## src/rtl/lps_pkg.sv

```systemverilog
// shared types, constants and helpers of the led panel frame scanner
package lps_pkg;

    localparam int MAX_PIXELS_DEF = 4096;
    localparam int QUEUE_DEPTH    = 4;
    localparam int COLOR_W        = 24;
    localparam int IDX_W          = 21;
    localparam int PADDR_W        = 5;
    localparam int PDATA_W        = 32;

    localparam logic [1:0] MODE_PLAIN   = 2'd0;
    localparam logic [1:0] MODE_PATTERN = 2'd1;
    localparam logic [1:0] MODE_EMIT    = 2'd2;
    localparam logic [1:0] MODE_NONE    = 2'd3;

    typedef enum logic [2:0] {
        REG_PANEL_WIDTH,
        REG_PANEL_HEIGHT,
        REG_PANELS_ACROSS,
        REG_PANELS_DOWN,
        REG_SERPENTINE,
        REG_FIRST_ROW_L2R,
        REG_REPLACE_COLOR,
        REG_OVERLAY_ONLY
    } t_reg;

    typedef enum logic [1:0] {
        OP_WRITE,
        OP_READ,
        OP_ZERO
    } t_op;

    typedef struct packed {
        t_op                op;
        logic [IDX_W-1:0]   addr;
        logic [COLOR_W-1:0] data;
        logic               last;
    } t_cmd;

    typedef struct packed {
        logic [6:0]         pw;
        logic [6:0]         ph;
        logic [4:0]         pa;
        logic [4:0]         pd;
        logic [10:0]        w;
        logic [10:0]        h;
        logic               serp;
        logic               l2r;
        logic [COLOR_W-1:0] repl;
        logic               ovl;
    } t_cfg;

    typedef struct packed {
        logic clearing;
    } t_back_stat;

    function automatic logic [6:0] f_clamp(input logic [6:0] v, input logic [6:0] hi);
        logic [6:0] r;
        r = v;
        if (v == 7'd0) begin
            r = 7'd1;
        end else if (v > hi) begin
            r = hi;
        end
        return r;
    endfunction

endpackage

```

## src/rtl/lps_queue.sv

```systemverilog
// short command queue between front and back
module lps_queue (
    input  logic          i_clk,
    input  logic          i_rst_n,
    input  logic          i_push,
    input  lps_pkg::t_cmd i_cmd,
    input  logic          i_pop,
    output logic          o_full,
    output logic          o_empty,
    output lps_pkg::t_cmd o_head
);
    import lps_pkg::*;

    localparam int PW = $clog2(QUEUE_DEPTH);
    localparam int CW = $clog2(QUEUE_DEPTH + 1);

    t_cmd          r_q [QUEUE_DEPTH];
    logic [PW-1:0] r_wp;
    logic [PW-1:0] r_rp;
    logic [CW-1:0] r_cnt;

    assign o_full  = r_cnt == CW'(QUEUE_DEPTH);
    assign o_empty = r_cnt == '0;
    assign o_head  = r_q[r_rp];

    always_ff @(posedge i_clk) begin
        if (!i_rst_n) begin
            r_wp  <= '0;
            r_rp  <= '0;
            r_cnt <= '0;
        end else begin
            if (i_push) begin
                r_wp <= r_wp + PW'(1);
            end
            if (i_pop) begin
                r_rp <= r_rp + PW'(1);
            end
            if (i_push && !i_pop) begin
                r_cnt <= r_cnt + CW'(1);
            end else if (i_pop && !i_push) begin
                r_cnt <= r_cnt - CW'(1);
            end
        end
        if (i_push) begin
            r_q[r_wp] <= i_cmd;
        end
    end
endmodule

```

## config.mk

```make
export PLATFORM = sky130hd
export DESIGN_NAME = lps_queue
export DESIGN_NICKNAME = d
export VERILOG_FILES = /design/src/rtl/lps_pkg.sv /design/src/rtl/lps_queue.sv
export SDC_FILE = /design/constraint.sdc
export NUM_CORES = 1
export LEC_CHECK = 0
export BUFFER_PORTS_ARGS = -buffer_cell sky130_fd_sc_hd__buf_4
export CAP_MARGIN = 20
export CORE_UTILIZATION = 57
export DETAILED_ROUTE_END_ITERATION = 7
export PLACE_DENSITY = 0.8
export SLEW_MARGIN = 20
export SYNTH_ARGS = -nofsm -noshare
export SYNTH_HDL_FRONTEND = slang
export SYNTH_SLANG_ARGS = --single-unit
```

## constraint.sdc

```tcl
create_clock -name i_clk -period 2.97 [get_ports i_clk]
set_input_delay 0.1485 -clock i_clk [delete_from_list [all_inputs] [get_ports i_clk]]
set_output_delay 0.1485 -clock i_clk [all_outputs]
set_load 0.05 [all_outputs]
```

==> parameters.txt <==
Parameter                              Value

Outcome
  Outcome ... completed

Final layout
  Final #Nets ... between 500 and 600
  Sequential Area ... roughly 6000 um2
  Ratio of cells with drive above 1 in the final layout ... 39.3%
  Area Overhead vs Synth ... 28.1%
  Area of all placed cells without fillers ... ~9400 um2
  Number of diodes ... 0
  Area of combinational cells with multiple inputs ... 1340 um2
  Filler Cell Count ... about 740

Clock tree
  Number of resized instances in the post-cts repair step ... 0
  Clock tree buffer depth ... 3
  Total clock buffers created by CTS ... 19
  Total of hold buffers inserted after clock tree synthesis ... 49
  Clock transition at the registers of the reported paths ... approximately 0.060 ns
  CTS tree ... yes
  Sink Count ... roughly 200
  Clock Tree Root ... clkbuf_16
  Post-CTS Setup Repair Bufs ... 0
  Clock insertion delay at the later pin of the skew report ... between 0.4 and 0.5 ns
  Maximum level of the CTS H-tree ... 1

Yosys
  Register bit total from synthesis ... approximately 200
  Gate count after technology mapping ... 293
  Net count after synthesis ... between 300 and 400
  Synth Area per Inst ... about 25 um2
  EDFF count, synth ... about 190
  Top cells by count, synth ... 192 x edfxtp_1, 48 x mux4_2, 9 x and2_1, 9 x dfxtp_1, 5 x ha_1
  Library cell with the largest summed area after synthesis ... edfxtp_1
  Number of distinct library cells after synthesis ... 21
  Fraction of synthesized cell area taken by the top area cell type ... between 70% and 80%
  Synth warn ... 0
  Async set-or-reset flop fraction in the synthesized netlist ... 0%
  Mapped Area ... 7360 um2
  Most frequently used flop master after synthesis ... edfxtp_1
  Portion of the post-synthesis area used by sequential elements ... between 80 and 90%
  Area contributors post-synth ... edfxtp_1 78%, mux4_2 15%, dfxtp_1 2.4%
  Most common cell in the netlist ... edfxtp_1

Floorplanning
  CORE AREA ... between 10000 and 15000 um2
  I/O Pins ... 102
  Initial core utilization ... about three fifths
  DIE AREA ... 13400 um2
  Std-Cell Rows ... 41
  Chip Width ... 116 um
  Die Height ... 116 um

Placement
  Final HPWL DP ... roughly 7600 um
  Cell Area, Placed ... around 8400 um2
  Port Buffer Count ... about 100
  Routability Congestion ... around 0.67

Critical path
  Maximum net fanout on the critical path ... 20
  Nature of the critical path startpoint ... register
  Worst EP required ... 2.82 ns
  Highest-delay cell along the critical path ... dfxtp_2
  Crit path DAT ... 2.06 ns
  Cell breakdown of the critical path ... buf_4, mux4_2, buf_4
  Delay of the slowest cell on the worst path ... approximately 0.65 ns
  Endpoint class of the critical path ... output port
  Cell family with the largest share of critical-path delay ... flip-flops
  Number of buffers and inverters on the critical path ... 2
  Worst Setup Path Type ... register to output port
  Library cell appearing most often on the critical path ... buf_4

Drt
  Number of vias in the routed layout ... between 3000 and 4000
  Violation count after the first detailed-routing iteration ... 213
  Post-detailed-routing wire length ... 13200 um
  Per-cell routed wire length ... between 20 and 25 um
  Number of nets with antenna violations after detailed routing ... 0
  Total DRC errors in the routed layout ... 0
  First-pass iteration count of the detailed router ... 4
  Detail-routed via count per cell ... between 5 and 6

Global route
  Global routing met3 resource utilization ... under 10%
  GRT Overall Usage ... between 20% and 30%
  Met2 Resource Use GR ... 33.6%
  Global-route track usage on met1 ... 28.8%
  Initial antenna violation count ... 0
  Busiest layer in global routing ... met2
  Vias in the first global route ... about 3600
  Maximum number of pins on one net before global-route repair ... 49
  Grt ovf ... 0
  Wire length of the first global-routing pass ... between 20000 and 25000 um

STA
  Worst clock skew ... about 0.0049 ns
  Number of hold violations in the final report ... 0
  Setup violation total in the final timing report ... 0
  Tightest Pin Transition ... 0.569 ns
  Count of final max-slew check failures ... 0
  Part of the cycle the worst path needs ... about three quarters
  Total Neg Setup Slack ... 0 ns
  Worst slew margin ... 62.0%
  Highest clock frequency the design can meet ... about 450 MHz
  Unrepaired setup endpoints after global routing ... false
  Final Critical Period ... between 2 and 2.5 ns

Power
  Power per Cell Area ... roughly 690 nW/um2
  Largest voltage drop on the vdd net ... roughly 0.56 mV
  Leakage ... around 3.2 nW

Job
  Count of maximum capacitance violations ... 0

Min path
  Worst Hold Class ... input pin to register
==> state kept, by name, indices dropped and copies added, names as in the netlist, named ones only <==
| register | cells |
|---|---|
| r_rp | 2 |
| r_wp | 2 |
| r_cnt | 3 |
| r_q | 192 |
==> worst register-to-register path, stage by stage, from the launching register on <==
cell and delay [ns]:
dfxtp_1 0.35, inv_1 0.09, ha_1 0.15, and2_2 0.51, buf_12 0.29
==> stage by stage <==
stage          hold WS, ns  util (%)  power [mW]  instances  worst slack (ns)
6_report            0.0337      74.8        6.54        645             0.763
5_1_grt             0.0373      74.8        6.77        645             0.674
4_1_cts             0.0247      74.8        6.59        645             0.719
3_5_place_dp         0.352      66.5        4.39        563              1.20
3_3_place_gp         0.347      66.5        4.36        563              1.20
2_1_floorplan        0.247         -        4.05        293             0.872
==> layout make-up <==
cell class	instances	area share (%)
sequential	201	63.1
timing repair buffer	157	14.5
multi-input combinational	78	14.2
clock buffer	30	5.69
tap	172	2.28
clock inverter	3	0.186
inverter	4	0.159
==> placed cells by master (no fill, tap or decap) <==
master	count
xnor2_1	2
and2_2	4
a21boi_0	1
and2_1	5
clkbuf_16	19
o21ai_0	1
nor3b_1	1
clkinvlp_4	1
buf_12	5
mux2i_1	2
dlygate4sd3_1	49
clkinv_2	2
buf_4	103
dfxtp_2	1
dfxtp_1	7
mux4_2	48
ha_1	5
nand2_1	1
clkbuf_1	9
nor2b_1	2
inv_1	4
xor2_1	3
clkbuf_8	2
dfxtp_4	1
or3_1	1
edfxtp_1	192
nor3_1	1
fa_1	1
==> metal layers <==
metal / vias to the layer above / part of all wire (%) / wire length [um]
li1: 1574 / - / -
met1: 1779 / 41 / 5450
met2: 154 / 49 / 6510
met3: 24 / 7.3 / 960
met4: 0 / 1.9 / 250
met5: - / 0 / 0
==> report_power, final <==
group | internal (mW) | leakage [nW] | switching (mW) | total [mW]
logic | 0.413 | 1.14 | 0.656 | 1.07
clock network | 1.24 | 0.267 | 0.930 | 2.17
registers | 3.25 | 1.84 | 0.0509 | 3.30
total | 4.90 | 3.24 | 1.64 | 6.54
==> worst paths after layout <==
check           start    endpoint  slack, ns  cells after the start
max reg2reg   r_wp[0]  r_q[2][35]       1.25                      4
max          register   o_head[1]       0.76                      3
min             i_pop    register       0.03                      3
min reg2reg  r_cnt[2]    r_cnt[2]       0.54                      2
==> cell families after synthesis <==
kind of cell               share of synthesized area [%]
muxes                                               15.0
adders and majority gates                           1.12
buffers and inverters                               1.17
and+or+nand+nor                                     1.24
AOI/OAI and AO/OA                                  0.170
xor gates and xnor gates                           0.595
DFF                                                 80.7
No activity file was read; power rests on OpenSTA's default activity.
