## config.mk

```make
export PLATFORM = sky130hd
export DESIGN_NAME = lps_front
export DESIGN_NICKNAME = d
export VERILOG_FILES = /design/src/rtl/lps_pkg.sv /design/src/rtl/lps_front.sv
export SDC_FILE = /design/constraint.sdc
export NUM_CORES = 1
export LEC_CHECK = 0
export BUFFER_PORTS_ARGS = -buffer_cell sky130_fd_sc_hd__buf_2
export CORE_MARGIN = 5
export CORE_UTILIZATION = 40
export CTS_CLUSTER_SIZE = 20
export DETAILED_ROUTE_END_ITERATION = 8
export PLACE_DENSITY = 0.66
export SYNTH_ARGS = -nofsm -noshare
export SYNTH_HDL_FRONTEND = slang
export SYNTH_SLANG_ARGS = --single-unit
```

## constraint.sdc

```tcl
create_clock -name i_clk -period 8.33 [get_ports i_clk]
set_clock_uncertainty 0.15 [all_clocks]
set_input_delay 1.2495 -clock i_clk [delete_from_list [all_inputs] [get_ports i_clk]]
set_output_delay 1.2495 -clock i_clk [all_outputs]
set_load 0.02 [all_outputs]
```

## src/rtl/lps_pkg.sv

```systemverilog
// shared types, constants and helpers of the led panel frame scanner
package lps_pkg;

    localparam int MAX_PIXELS_DEF = 4096;
    localparam int QUEUE_DEPTH    = 4;
    localparam int COLOR_W        = 24;
    localparam int IDX_W          = 21;
    localparam int PADDR_W        = 5;
    localparam int PDATA_W        = 32;

    localparam logic [1:0] MODE_PLAIN   = 2'd0;
    localparam logic [1:0] MODE_PATTERN = 2'd1;
    localparam logic [1:0] MODE_EMIT    = 2'd2;
    localparam logic [1:0] MODE_NONE    = 2'd3;

    typedef enum logic [2:0] {
        REG_PANEL_WIDTH,
        REG_PANEL_HEIGHT,
        REG_PANELS_ACROSS,
        REG_PANELS_DOWN,
        REG_SERPENTINE,
        REG_FIRST_ROW_L2R,
        REG_REPLACE_COLOR,
        REG_OVERLAY_ONLY
    } t_reg;

    typedef enum logic [1:0] {
        OP_WRITE,
        OP_READ,
        OP_ZERO
    } t_op;

    typedef struct packed {
        t_op                op;
        logic [IDX_W-1:0]   addr;
        logic [COLOR_W-1:0] data;
        logic               last;
    } t_cmd;

    typedef struct packed {
        logic [6:0]         pw;
        logic [6:0]         ph;
        logic [4:0]         pa;
        logic [4:0]         pd;
        logic [10:0]        w;
        logic [10:0]        h;
        logic               serp;
        logic               l2r;
        logic [COLOR_W-1:0] repl;
        logic               ovl;
    } t_cfg;

    typedef struct packed {
        logic clearing;
    } t_back_stat;

    function automatic logic [6:0] f_clamp(input logic [6:0] v, input logic [6:0] hi);
        logic [6:0] r;
        r = v;
        if (v == 7'd0) begin
            r = 7'd1;
        end else if (v > hi) begin
            r = hi;
        end
        return r;
    endfunction

endpackage

```

## src/rtl/lps_front.sv

```systemverilog
// front end: accepts items, maps coordinates and runs the chain scan counters
module lps_front #(
    parameter int MAX_PIXELS = lps_pkg::MAX_PIXELS_DEF
) (
    input  logic          i_clk,
    input  logic          i_rst_n,
    input  lps_pkg::t_cfg i_cfg,
    input  logic          i_restart,
    input  logic          i_valid,
    output logic          o_ready,
    input  logic [1:0]    i_mode,
    input  logic [9:0]    i_pixel_x,
    input  logic [9:0]    i_pixel_y,
    input  logic [7:0]    i_pattern_col,
    input  logic [7:0]    i_pattern_row,
    input  logic [23:0]   i_pixel_color,
    input  logic          i_q_full,
    output logic          o_push,
    output lps_pkg::t_cmd o_cmd
);
    import lps_pkg::*;

    logic               r_v;
    logic [1:0]         r_mode;
    logic [9:0]         r_x;
    logic [9:0]         r_y;
    logic [7:0]         r_pc;
    logic [7:0]         r_pr;
    logic [COLOR_W-1:0] r_color;

    logic [5:0] r_step;
    logic [5:0] r_row;
    logic [3:0] r_pcol;
    logic [3:0] r_prow;
    logic [9:0] r_x0;
    logic [9:0] r_y0;

    logic               accept;
    logic               consume;
    logic               emit;
    logic [10:0]        tx;
    logic [10:0]        ty;
    logic               l2r;
    logic [6:0]         col;
    logic [9:0]         sx;
    logic [9:0]         sy;
    logic [9:0]         ax;
    logic [9:0]         ay;
    logic [IDX_W-1:0]   prod;
    logic [IDX_W-1:0]   idx;
    logic               in_range;
    logic               in_store;
    logic               wr_do;
    logic [COLOR_W-1:0] wr_color;
    logic               step_wrap;
    logic               row_wrap;
    logic               pcol_wrap;
    logic               prow_wrap;

    assign consume = r_v && !i_q_full;
    assign o_ready = !r_v || consume;
    assign accept  = i_valid && o_ready;
    assign emit    = consume && (r_mode == MODE_EMIT);

    always_comb begin
        if (r_mode == MODE_PATTERN) begin
            tx = {1'b0, r_x} + {3'b0, r_pc};
            ty = {1'b0, r_y} + {3'b0, r_pr};
        end else begin
            tx = {1'b0, r_x};
            ty = {1'b0, r_y};
        end
        l2r = i_cfg.l2r ^ (i_cfg.serp & r_row[0]);
        col = l2r ? {1'b0, r_step} : (i_cfg.pw - 7'd1 - {1'b0, r_step});
        sx  = r_x0 + {3'b0, col};
        sy  = r_y0 + {4'b0, r_row};
        ax  = (r_mode == MODE_EMIT) ? sx : tx[9:0];
        ay  = (r_mode == MODE_EMIT) ? sy : ty[9:0];
        prod = IDX_W'(ay) * IDX_W'(i_cfg.w);
        idx  = prod + IDX_W'(ax);
        in_range = (tx < i_cfg.w) && (ty < i_cfg.h);
        in_store = idx < IDX_W'(MAX_PIXELS);

        step_wrap = ({1'b0, r_step} + 7'd1) >= i_cfg.pw;
        row_wrap  = ({1'b0, r_row} + 7'd1) >= i_cfg.ph;
        pcol_wrap = ({1'b0, r_pcol} + 5'd1) >= i_cfg.pa;
        prow_wrap = ({1'b0, r_prow} + 5'd1) >= i_cfg.pd;

        wr_do    = 1'b0;
        wr_color = r_color;
        o_cmd.op   = OP_WRITE;
        o_cmd.addr = idx;
        o_cmd.data = r_color;
        o_cmd.last = step_wrap & row_wrap & pcol_wrap & prow_wrap;
        o_push     = 1'b0;

        case (r_mode)
            MODE_PLAIN: begin
                wr_do = 1'b1;
            end
            MODE_PATTERN: begin
                if (i_cfg.repl != '0) begin
                    if (r_color != '0) begin
                        wr_do    = 1'b1;
                        wr_color = i_cfg.repl;
                    end else if (!i_cfg.ovl) begin
                        wr_do    = 1'b1;
                        wr_color = '0;
                    end
                end else if (!i_cfg.ovl || r_color != '0) begin
                    wr_do = 1'b1;
                end
            end
            MODE_EMIT: begin
                o_cmd.op = in_store ? OP_READ : OP_ZERO;
                o_push   = consume;
            end
            default: begin
                wr_do = 1'b0;
            end
        endcase

        if (wr_do) begin
            o_cmd.data = wr_color;
            o_push     = consume && in_range && in_store;
        end
    end

    always_ff @(posedge i_clk) begin
        if (!i_rst_n) begin
            r_v <= 1'b0;
        end else if (accept) begin
            r_v <= 1'b1;
        end else if (consume) begin
            r_v <= 1'b0;
        end
        if (accept) begin
            r_mode  <= i_mode;
            r_x     <= i_pixel_x;
            r_y     <= i_pixel_y;
            r_pc    <= i_pattern_col;
            r_pr    <= i_pattern_row;
            r_color <= i_pixel_color;
        end
    end

    // chain scan position with running panel origins
    always_ff @(posedge i_clk) begin
        if (!i_rst_n || i_restart) begin
            r_step <= '0;
            r_row  <= '0;
            r_pcol <= '0;
            r_prow <= '0;
            r_x0   <= '0;
            r_y0   <= '0;
        end else if (emit) begin
            if (!step_wrap) begin
                r_step <= r_step + 6'd1;
            end else begin
                r_step <= '0;
                if (!row_wrap) begin
                    r_row <= r_row + 6'd1;
                end else begin
                    r_row <= '0;
                    if (!pcol_wrap) begin
                        r_pcol <= r_pcol + 4'd1;
                        r_x0   <= r_x0 + {3'b0, i_cfg.pw};
                    end else begin
                        r_pcol <= '0;
                        r_x0   <= '0;
                        if (!prow_wrap) begin
                            r_prow <= r_prow + 4'd1;
                            r_y0   <= r_y0 + {3'b0, i_cfg.ph};
                        end else begin
                            r_prow <= '0;
                            r_y0   <= '0;
                        end
                    end
                end
            end
        end
    end
endmodule

```

==> results of run 1 <==
## power breakdown
group	internal (mW)	leakage [nW]	total [mW]	switching [mW]
logic	2.07	6.33	4.25	2.18
clock network	0.267	0.156	0.471	0.204
registers	0.562	0.932	0.575	0.0127
total	2.90	7.42	5.30	2.40
## cells in the final DEF, fill, tap and decap left out, types with 8 or more instances in the layout
master     synthesis  final
ha_1             157    138
inv_2              0      9
o21ai_1            5      9
fa_2               0      8
fa_1              87     79
buf_4              1    149
nor2b_1           17     15
nand4_1            8      8
a21oi_2            2     17
nand2_1          145    141
and2_4             0     10
nand3_1           22     18
a21o_1            37     37
dfxtp_1           41     37
buf_2              6    179
ha_4               0     18
edfxtp_1          62     62
buf_6              0     12
a22o_1            41     41
clkbuf_16          0      9
xor2_1            34     32
nor4_1            14     14
xnor2_1           51     46
and3_1            13     11
mux2i_1            9      8
nor3_1            18     17
a21oi_1           73     53
inv_1            183    174
o21ai_0           52     35
o21ai_2            0     13
nand2b_1          15     14
and2_1            63     52
nor2_1            51     47
## worst paths after layout
kind	startpoint	end	slack (ns)
worst min-delay path	r_pcol[3]$_SDFFE_PP0P_	r_pcol[3]$_SDFFE_PP0P_	0.34
worst max-delay path	i_cfg[66]	o_cmd[47]	-0.20
worst max register to register	r_row[0]$_SDFFE_PP0P_	r_prow[0]$_SDFFE_PP0P_	4.67
worst min register to register	r_pcol[3]$_SDFFE_PP0P_	r_pcol[3]$_SDFFE_PP0P_	0.34
## sequential cells by signal (all words and copies together), names as in the netlist, 6 cells and up
name     cells
r_y         10
r_step       6
r_color     24
r_y0        10
r_pr         8
r_x         10
r_pc         8
r_row        6
r_x0        10
## worst max-delay path: cells and delay by family
kind / cells / cell delay (ns)
fa+ha+maj: 7 / 2.57
simple gates: 6 / 0.80
compound gates: 10 / 1.55
xor+xnor: 3 / 0.45
buf+inv: 5 / 0.54
## what timing repair did
item                       in CTS  in global routing
setup buffers                  33                  5
pin swaps                     109                 40
gates resized for setup       115                 42
setup endpoints to repair      13                 13
## metal layers
metal  share of wire (%)  vias up  GRT usage, %
li1                    -     5106             -
met1                  46     4922          26.0
met2                  46      269          32.2
met3                 5.5       45          3.90
met4                 2.1        2          5.49
met5               0.022        -             0
## final cells by class
type	instances	area share (%)
Tap cell	384	3.15
Multi-Input combinational cell	992	58.3
Sequential cell	103	17.6
Timing Repair Buffer	341	14.2
Clock buffer	9	1.48
Inverter	184	4.54
Antenna cell	1	0.0164
Clock inverter	7	0.681
## cells by family (layout without fill, tap and decap cells)
kind of cell | after synthesis | after routing
XOR/XNOR | 85 | 85
buffers and inverters | 225 | 541
flip-flops | 103 | 103
multiplexers | 12 | 12
adder cells (fa/ha/maj) | 244 | 244
AO/OA/AOI/OAI | 266 | 266
AND/OR/NAND/NOR | 385 | 385
other | 0 | 1
## per-stage QoR
stage	instance area [um2]	worst slack (ns)	setup TNS [ns]
detailed placement	14000	-0.607	-2.76
floorplan	11900	0.0216	0
finish	15200	-0.202	-0.527
CTS	15100	-0.214	-0.595
global route	15200	-0.516	-2.88
global placement	14000	-0.481	-1.66
==> flow_summary.json, run 1 <==
{
  "status": "complete, but fails checks",
  "failed_checks": "negative setup slack",
  "synth_commonest_cells": "inv_1 (183), ha_1 (157), nand2_1 (145)",
  "synthTopCellsByArea": "ha_1 (17%), edfxtp_1 (16%), fa_1 (15%)",
  "ant_nets": 0,
  "synthCells": 1320,
  "path_clk_slew_ns": 0.08,
  "peakVddDrop_mv": 0.417,
  "crit_required_ns": 6.93,
  "die_h_um": 182,
  "p_leak_nw": 7.42,
  "fillCellCount": 2694,
  "critPathArrivalTime_ns": 7.13,
  "synth_most_common_cell": "inv_1",
  "overflow": 0,
  "syn-num-nets": 1704,
  "hold_class": "flip-flop to flip-flop",
  "die_w_um": 182,
  "dp_hpwl_mm": 26.4,
  "dieArea_um2": 32900,
  "worstRegToRegCells": 12,
  "tightest_slew_ns": 1.05,
  "wl_mm": 32.5,
  "yosysSeqAreaShare_pct": 22.8,
  "clock_path_buffers": 2,
  "syn_area_um2": 11800,
  "fin_total_pwr_mw": 5.30,
  "grt_max_degree": 63,
  "crit_path_end_kind": "output pin",
  "ios": 190,
  "wl_per_cell_um": 16.1,
  "multi_input_area_um2": 8890,
  "slew_headroom_pct": 29.9,
  "fin_nets": 2015,
  "setup_ws_ns": -0.202,
  "drv_slew": 0,
  "clk_latency_ns": 0.36,
  "instances_no_fill": 2021,
  "fin_util_pct": 52.8,
  "fmax_mhz": 117,
  "synth_mux_area_share_pct": 1.05,
  "finalCriticalPeriod_ns": 8.53,
  "synth_top_family_by_area": "adder cells",
  "grt_pass1_vias": 10400,
  "rsz0062_at_grt": "true",
  "synth_area_leader_cell": "ha_1",
  "async_flop_share_pct": 0,
  "worstPathMaxFanout": 3,
  "synth-adder-area-share_pct": 31.5,
  "dp_cells": 1967,
  "first_pass_iters": 5,
  "drv_cap": 0,
  "whs_ns": 0.339,
  "cts_made_buffers": 9,
  "synth_xor_xnor_area_share_pct": 6.33,
  "final_layout_size_suffix_gt1_share_pct": 29.9,
  "yosysWarnings": 0,
  "cp_slowest_stage_delay_ns": 0.52,
  "core_um2": 28900,
  "p_per_area_nw_per_um2": 347,
  "synth_compound_area_share_pct": 14.9,
  "h-tree-depth": 3,
  "track_usage_pct": 19.5,
  "cts_root_buf": "clkbuf_16",
  "regArea_um2": 2690,
  "hold_viol": 0,
  "ys_ff_latch": 103,
  "slowest_stage": "fa_1",
  "antenna_found_initial": 2,
  "start_util_pct": 40.8,
  "drt_iter0_drc": 455,
  "clock-sinks": 103,
  "post-route-drc-count": 0,
  "postCtsHoldBufs": 0,
  "syn_to_final_growth_pct": 29.6,
  "finalSetupViolCount": 3,
  "rows": 62,
  "grt_pass1_wl_mm": 52.5,
  "crit_path_frequent_cell": "fa_1",
  "synth_simple_gate_area_share_pct": 16.1,
  "period_share_pct": 102,
  "worstSetupStartpointType": "input pin",
  "synth_cell_types": 64,
  "cts_tree": "done",
  "vias": 10300,
  "synth_ff_type": "edfxtp_1",
  "synth_top_area_share_pct": 16.7,
  "portBuffers": 189,
  "critical_path_class": "input pin to output pin",
  "syn_avg_cell_area_um2": 8.91,
  "place_congestion": 0.901,
  "via_per_inst": 5.12,
  "whs_path_depth": 2,
  "synth_edf_count": 62
}
Power figures use the tool's default switching activity.
==> inputs of run 2 (changes only) <==
Settings changed: CTS_CLUSTER_DIAMETER from default to 150, SKIP_CTS_REPAIR_TIMING from default to 1.
==> run 2 against run 1 <==
Net effect: the run still ends with negative setup slack left; sequential share of layout area is 0.19 points higher; sequential cell count stayed put; die area stayed put; combinational power hardly changed; sequential power hardly changed; register-to-register slack hardly changed; routed wire length is 0.50% lower; critical path type is now flip-flop to output pin; critical endpoint is now o_push; largest cell class unchanged; largest power group unchanged.
==> flow_summary.json, run 2 (synthesis gave the netlist of run 1 again) <==
{
  "status": "complete, but fails checks",
  "failed_checks": "negative setup slack",
  "fin_total_pwr_mw": 5.31,
  "slew_headroom_pct": 30.7,
  "critical_path_class": "flip-flop to output pin",
  "rsz0062_at_grt": "true",
  "cp_slowest_stage_delay_ns": 0.53,
  "clkPwrFrac_pct": 8.9,
  "critPathArrivalTime_ns": 7.20,
  "crit_path_end_kind": "output pin",
  "combPwrFrac_pct": 80.3,
  "cts_made_buffers": 9,
  "p_leak_nw": 7.29,
  "placed_area_um2": 14000,
  "ios": 190,
  "hold_class": "flip-flop to flip-flop",
  "crit_path_frequent_cell": "fa_1",
  "clk_latency_ns": 0.36,
  "vias": 10300,
  "die_w_um": 182,
  "wirelength_met1_mm": 14.9,
  "drv_cap": 0,
  "cts_tree": "done",
  "first_pass_iters": 5,
  "power.share.sequential_pct": 10.8,
  "die_h_um": 182,
  "wl_mm": 32.4,
  "largest-register": "r_color",
  "grt_max_degree": 63,
  "final_layout_size_suffix_gt1_share_pct": 29.0,
  "clock_path_buffers": 2,
  "tns_ns": -0.743,
  "drv_slew": 0,
  "ant_nets": 0,
  "fin_nets": 1997,
  "worstSetupStartpointType": "flip-flop",
  "drt_iter0_drc": 474,
  "syn_to_final_growth_pct": 28.2,
  "slowest_stage": "fa_1",
  "start_util_pct": 40.8,
  "final_cell_mix": "buf_2 (180), inv_1 (169), nand2_1 (139), ha_1 (139), buf_4 (132)",
  "path_buf_inv": 7,
  "h-tree-depth": 3,
  "post-route-drc-count": 0,
  "place_congestion": 0.901,
  "intPower_mw": 2.91,
  "crit_required_ns": 6.93,
  "track_usage_pct": 18.9,
  "wl_per_cell_um": 16.2,
  "power_switching_share_pct": 45.2,
  "clock-sinks": 103,
  "p_per_area_nw_per_um2": 352,
  "path_clk_slew_ns": 0.08,
  "cpLargestDelayFamily": "adder cells",
  "period_share_pct": 103,
  "via_per_inst": 5.12,
  "grt_pass1_vias": 10100,
  "largest_reg_flops": 24,
  "core_um2": 28900,
  "setup_ws_ns": -0.267,
  "final_area_um2": 15100,
  "peakVddDrop_mv": 0.383,
  "layout_commonest_cell": "buf_2",
  "dp_hpwl_mm": 26.4,
  "hold_viol": 0,
  "grt_pass1_wl_mm": 50.8,
  "rows": 62,
  "dr_wl_met2_mm": 15.0,
  "top_layer": "met5",
  "cts_root_buf": "clkbuf_16",
  "overflow": 0,
  "switchingPower_mw": 2.40,
  "antenna_found_initial": 2,
  "finalSetupViolCount": 4,
  "dieArea_um2": 32900,
  "fin_util_pct": 52.3,
  "finalCriticalPeriod_ns": 8.60,
  "fmax_mhz": 116,
  "dr_wl_met3_mm": 1.72,
  "worstPathMaxFanout": 5,
  "tightest_slew_ns": 1.04,
  "portBuffers": 189
}
==> run 2: layout make-up <==
class                      count  area [um2]
clock buffer                   9         225
inverter                     184         692
tap                          384         480
clock inverter                 7         104
antenna                        1        2.50
fill                        2706       13800
timing repair buffer         323        2020
sequential                   103        2690
multi-input combinational    992        8870
==> run 2: layer usage <==
metal	vias to the layer above	track usage (%)
li1	5067	-
met5	-	0
met4	2	5.07
met1	4887	25.8
met3	45	3.70
met2	262	30.7
==> run 2: worst paths after layout <==
path	to	startpoint	cells after the start	slack [ns]
max	o_push	r_y0[0]$_SDFFE_PP0P_	31	-0.27
min	r_pcol[3]$_SDFFE_PP0P_	r_pcol[3]$_SDFFE_PP0P_	2	0.34
max reg2reg	r_prow[0]$_SDFFE_PP0P_	r_row[0]$_SDFFE_PP0P_	12	4.66
min reg2reg	r_pcol[3]$_SDFFE_PP0P_	r_pcol[3]$_SDFFE_PP0P_	2	0.34
==> run 2: power groups by stage <==
stage,Sequential [mW],Clock (mW),Combinational (mW)
after detailed placement,0.586,0,3.33
final,0.574,0.473,4.26
after CTS,0.575,0.484,3.35
after floorplan,0.582,0,2.10
after global routing,0.576,0.502,4.65
after global placement,0.586,0,3.29
==> run 2: tightest hold or removal path: stages (launching register included) <==
cell and delay, ns:
dfxtp_1 0.34, nand2_1 0.06, a21oi_1 0.05
==> run 2: through the flow <==
| step | setup WS (ns) | instances | hold WS [ns] |
|---|---|---|---|
| CTS | -0.779 | 1983 | 0.334 |
| global placement | -0.481 | 1967 | 0.314 |
| global route | -0.556 | 2003 | 0.379 |
| floorplan | 0.0216 | 1320 | 0.303 |
| finish | -0.267 | 2003 | 0.339 |
| detailed placement | -0.607 | 1967 | 0.323 |
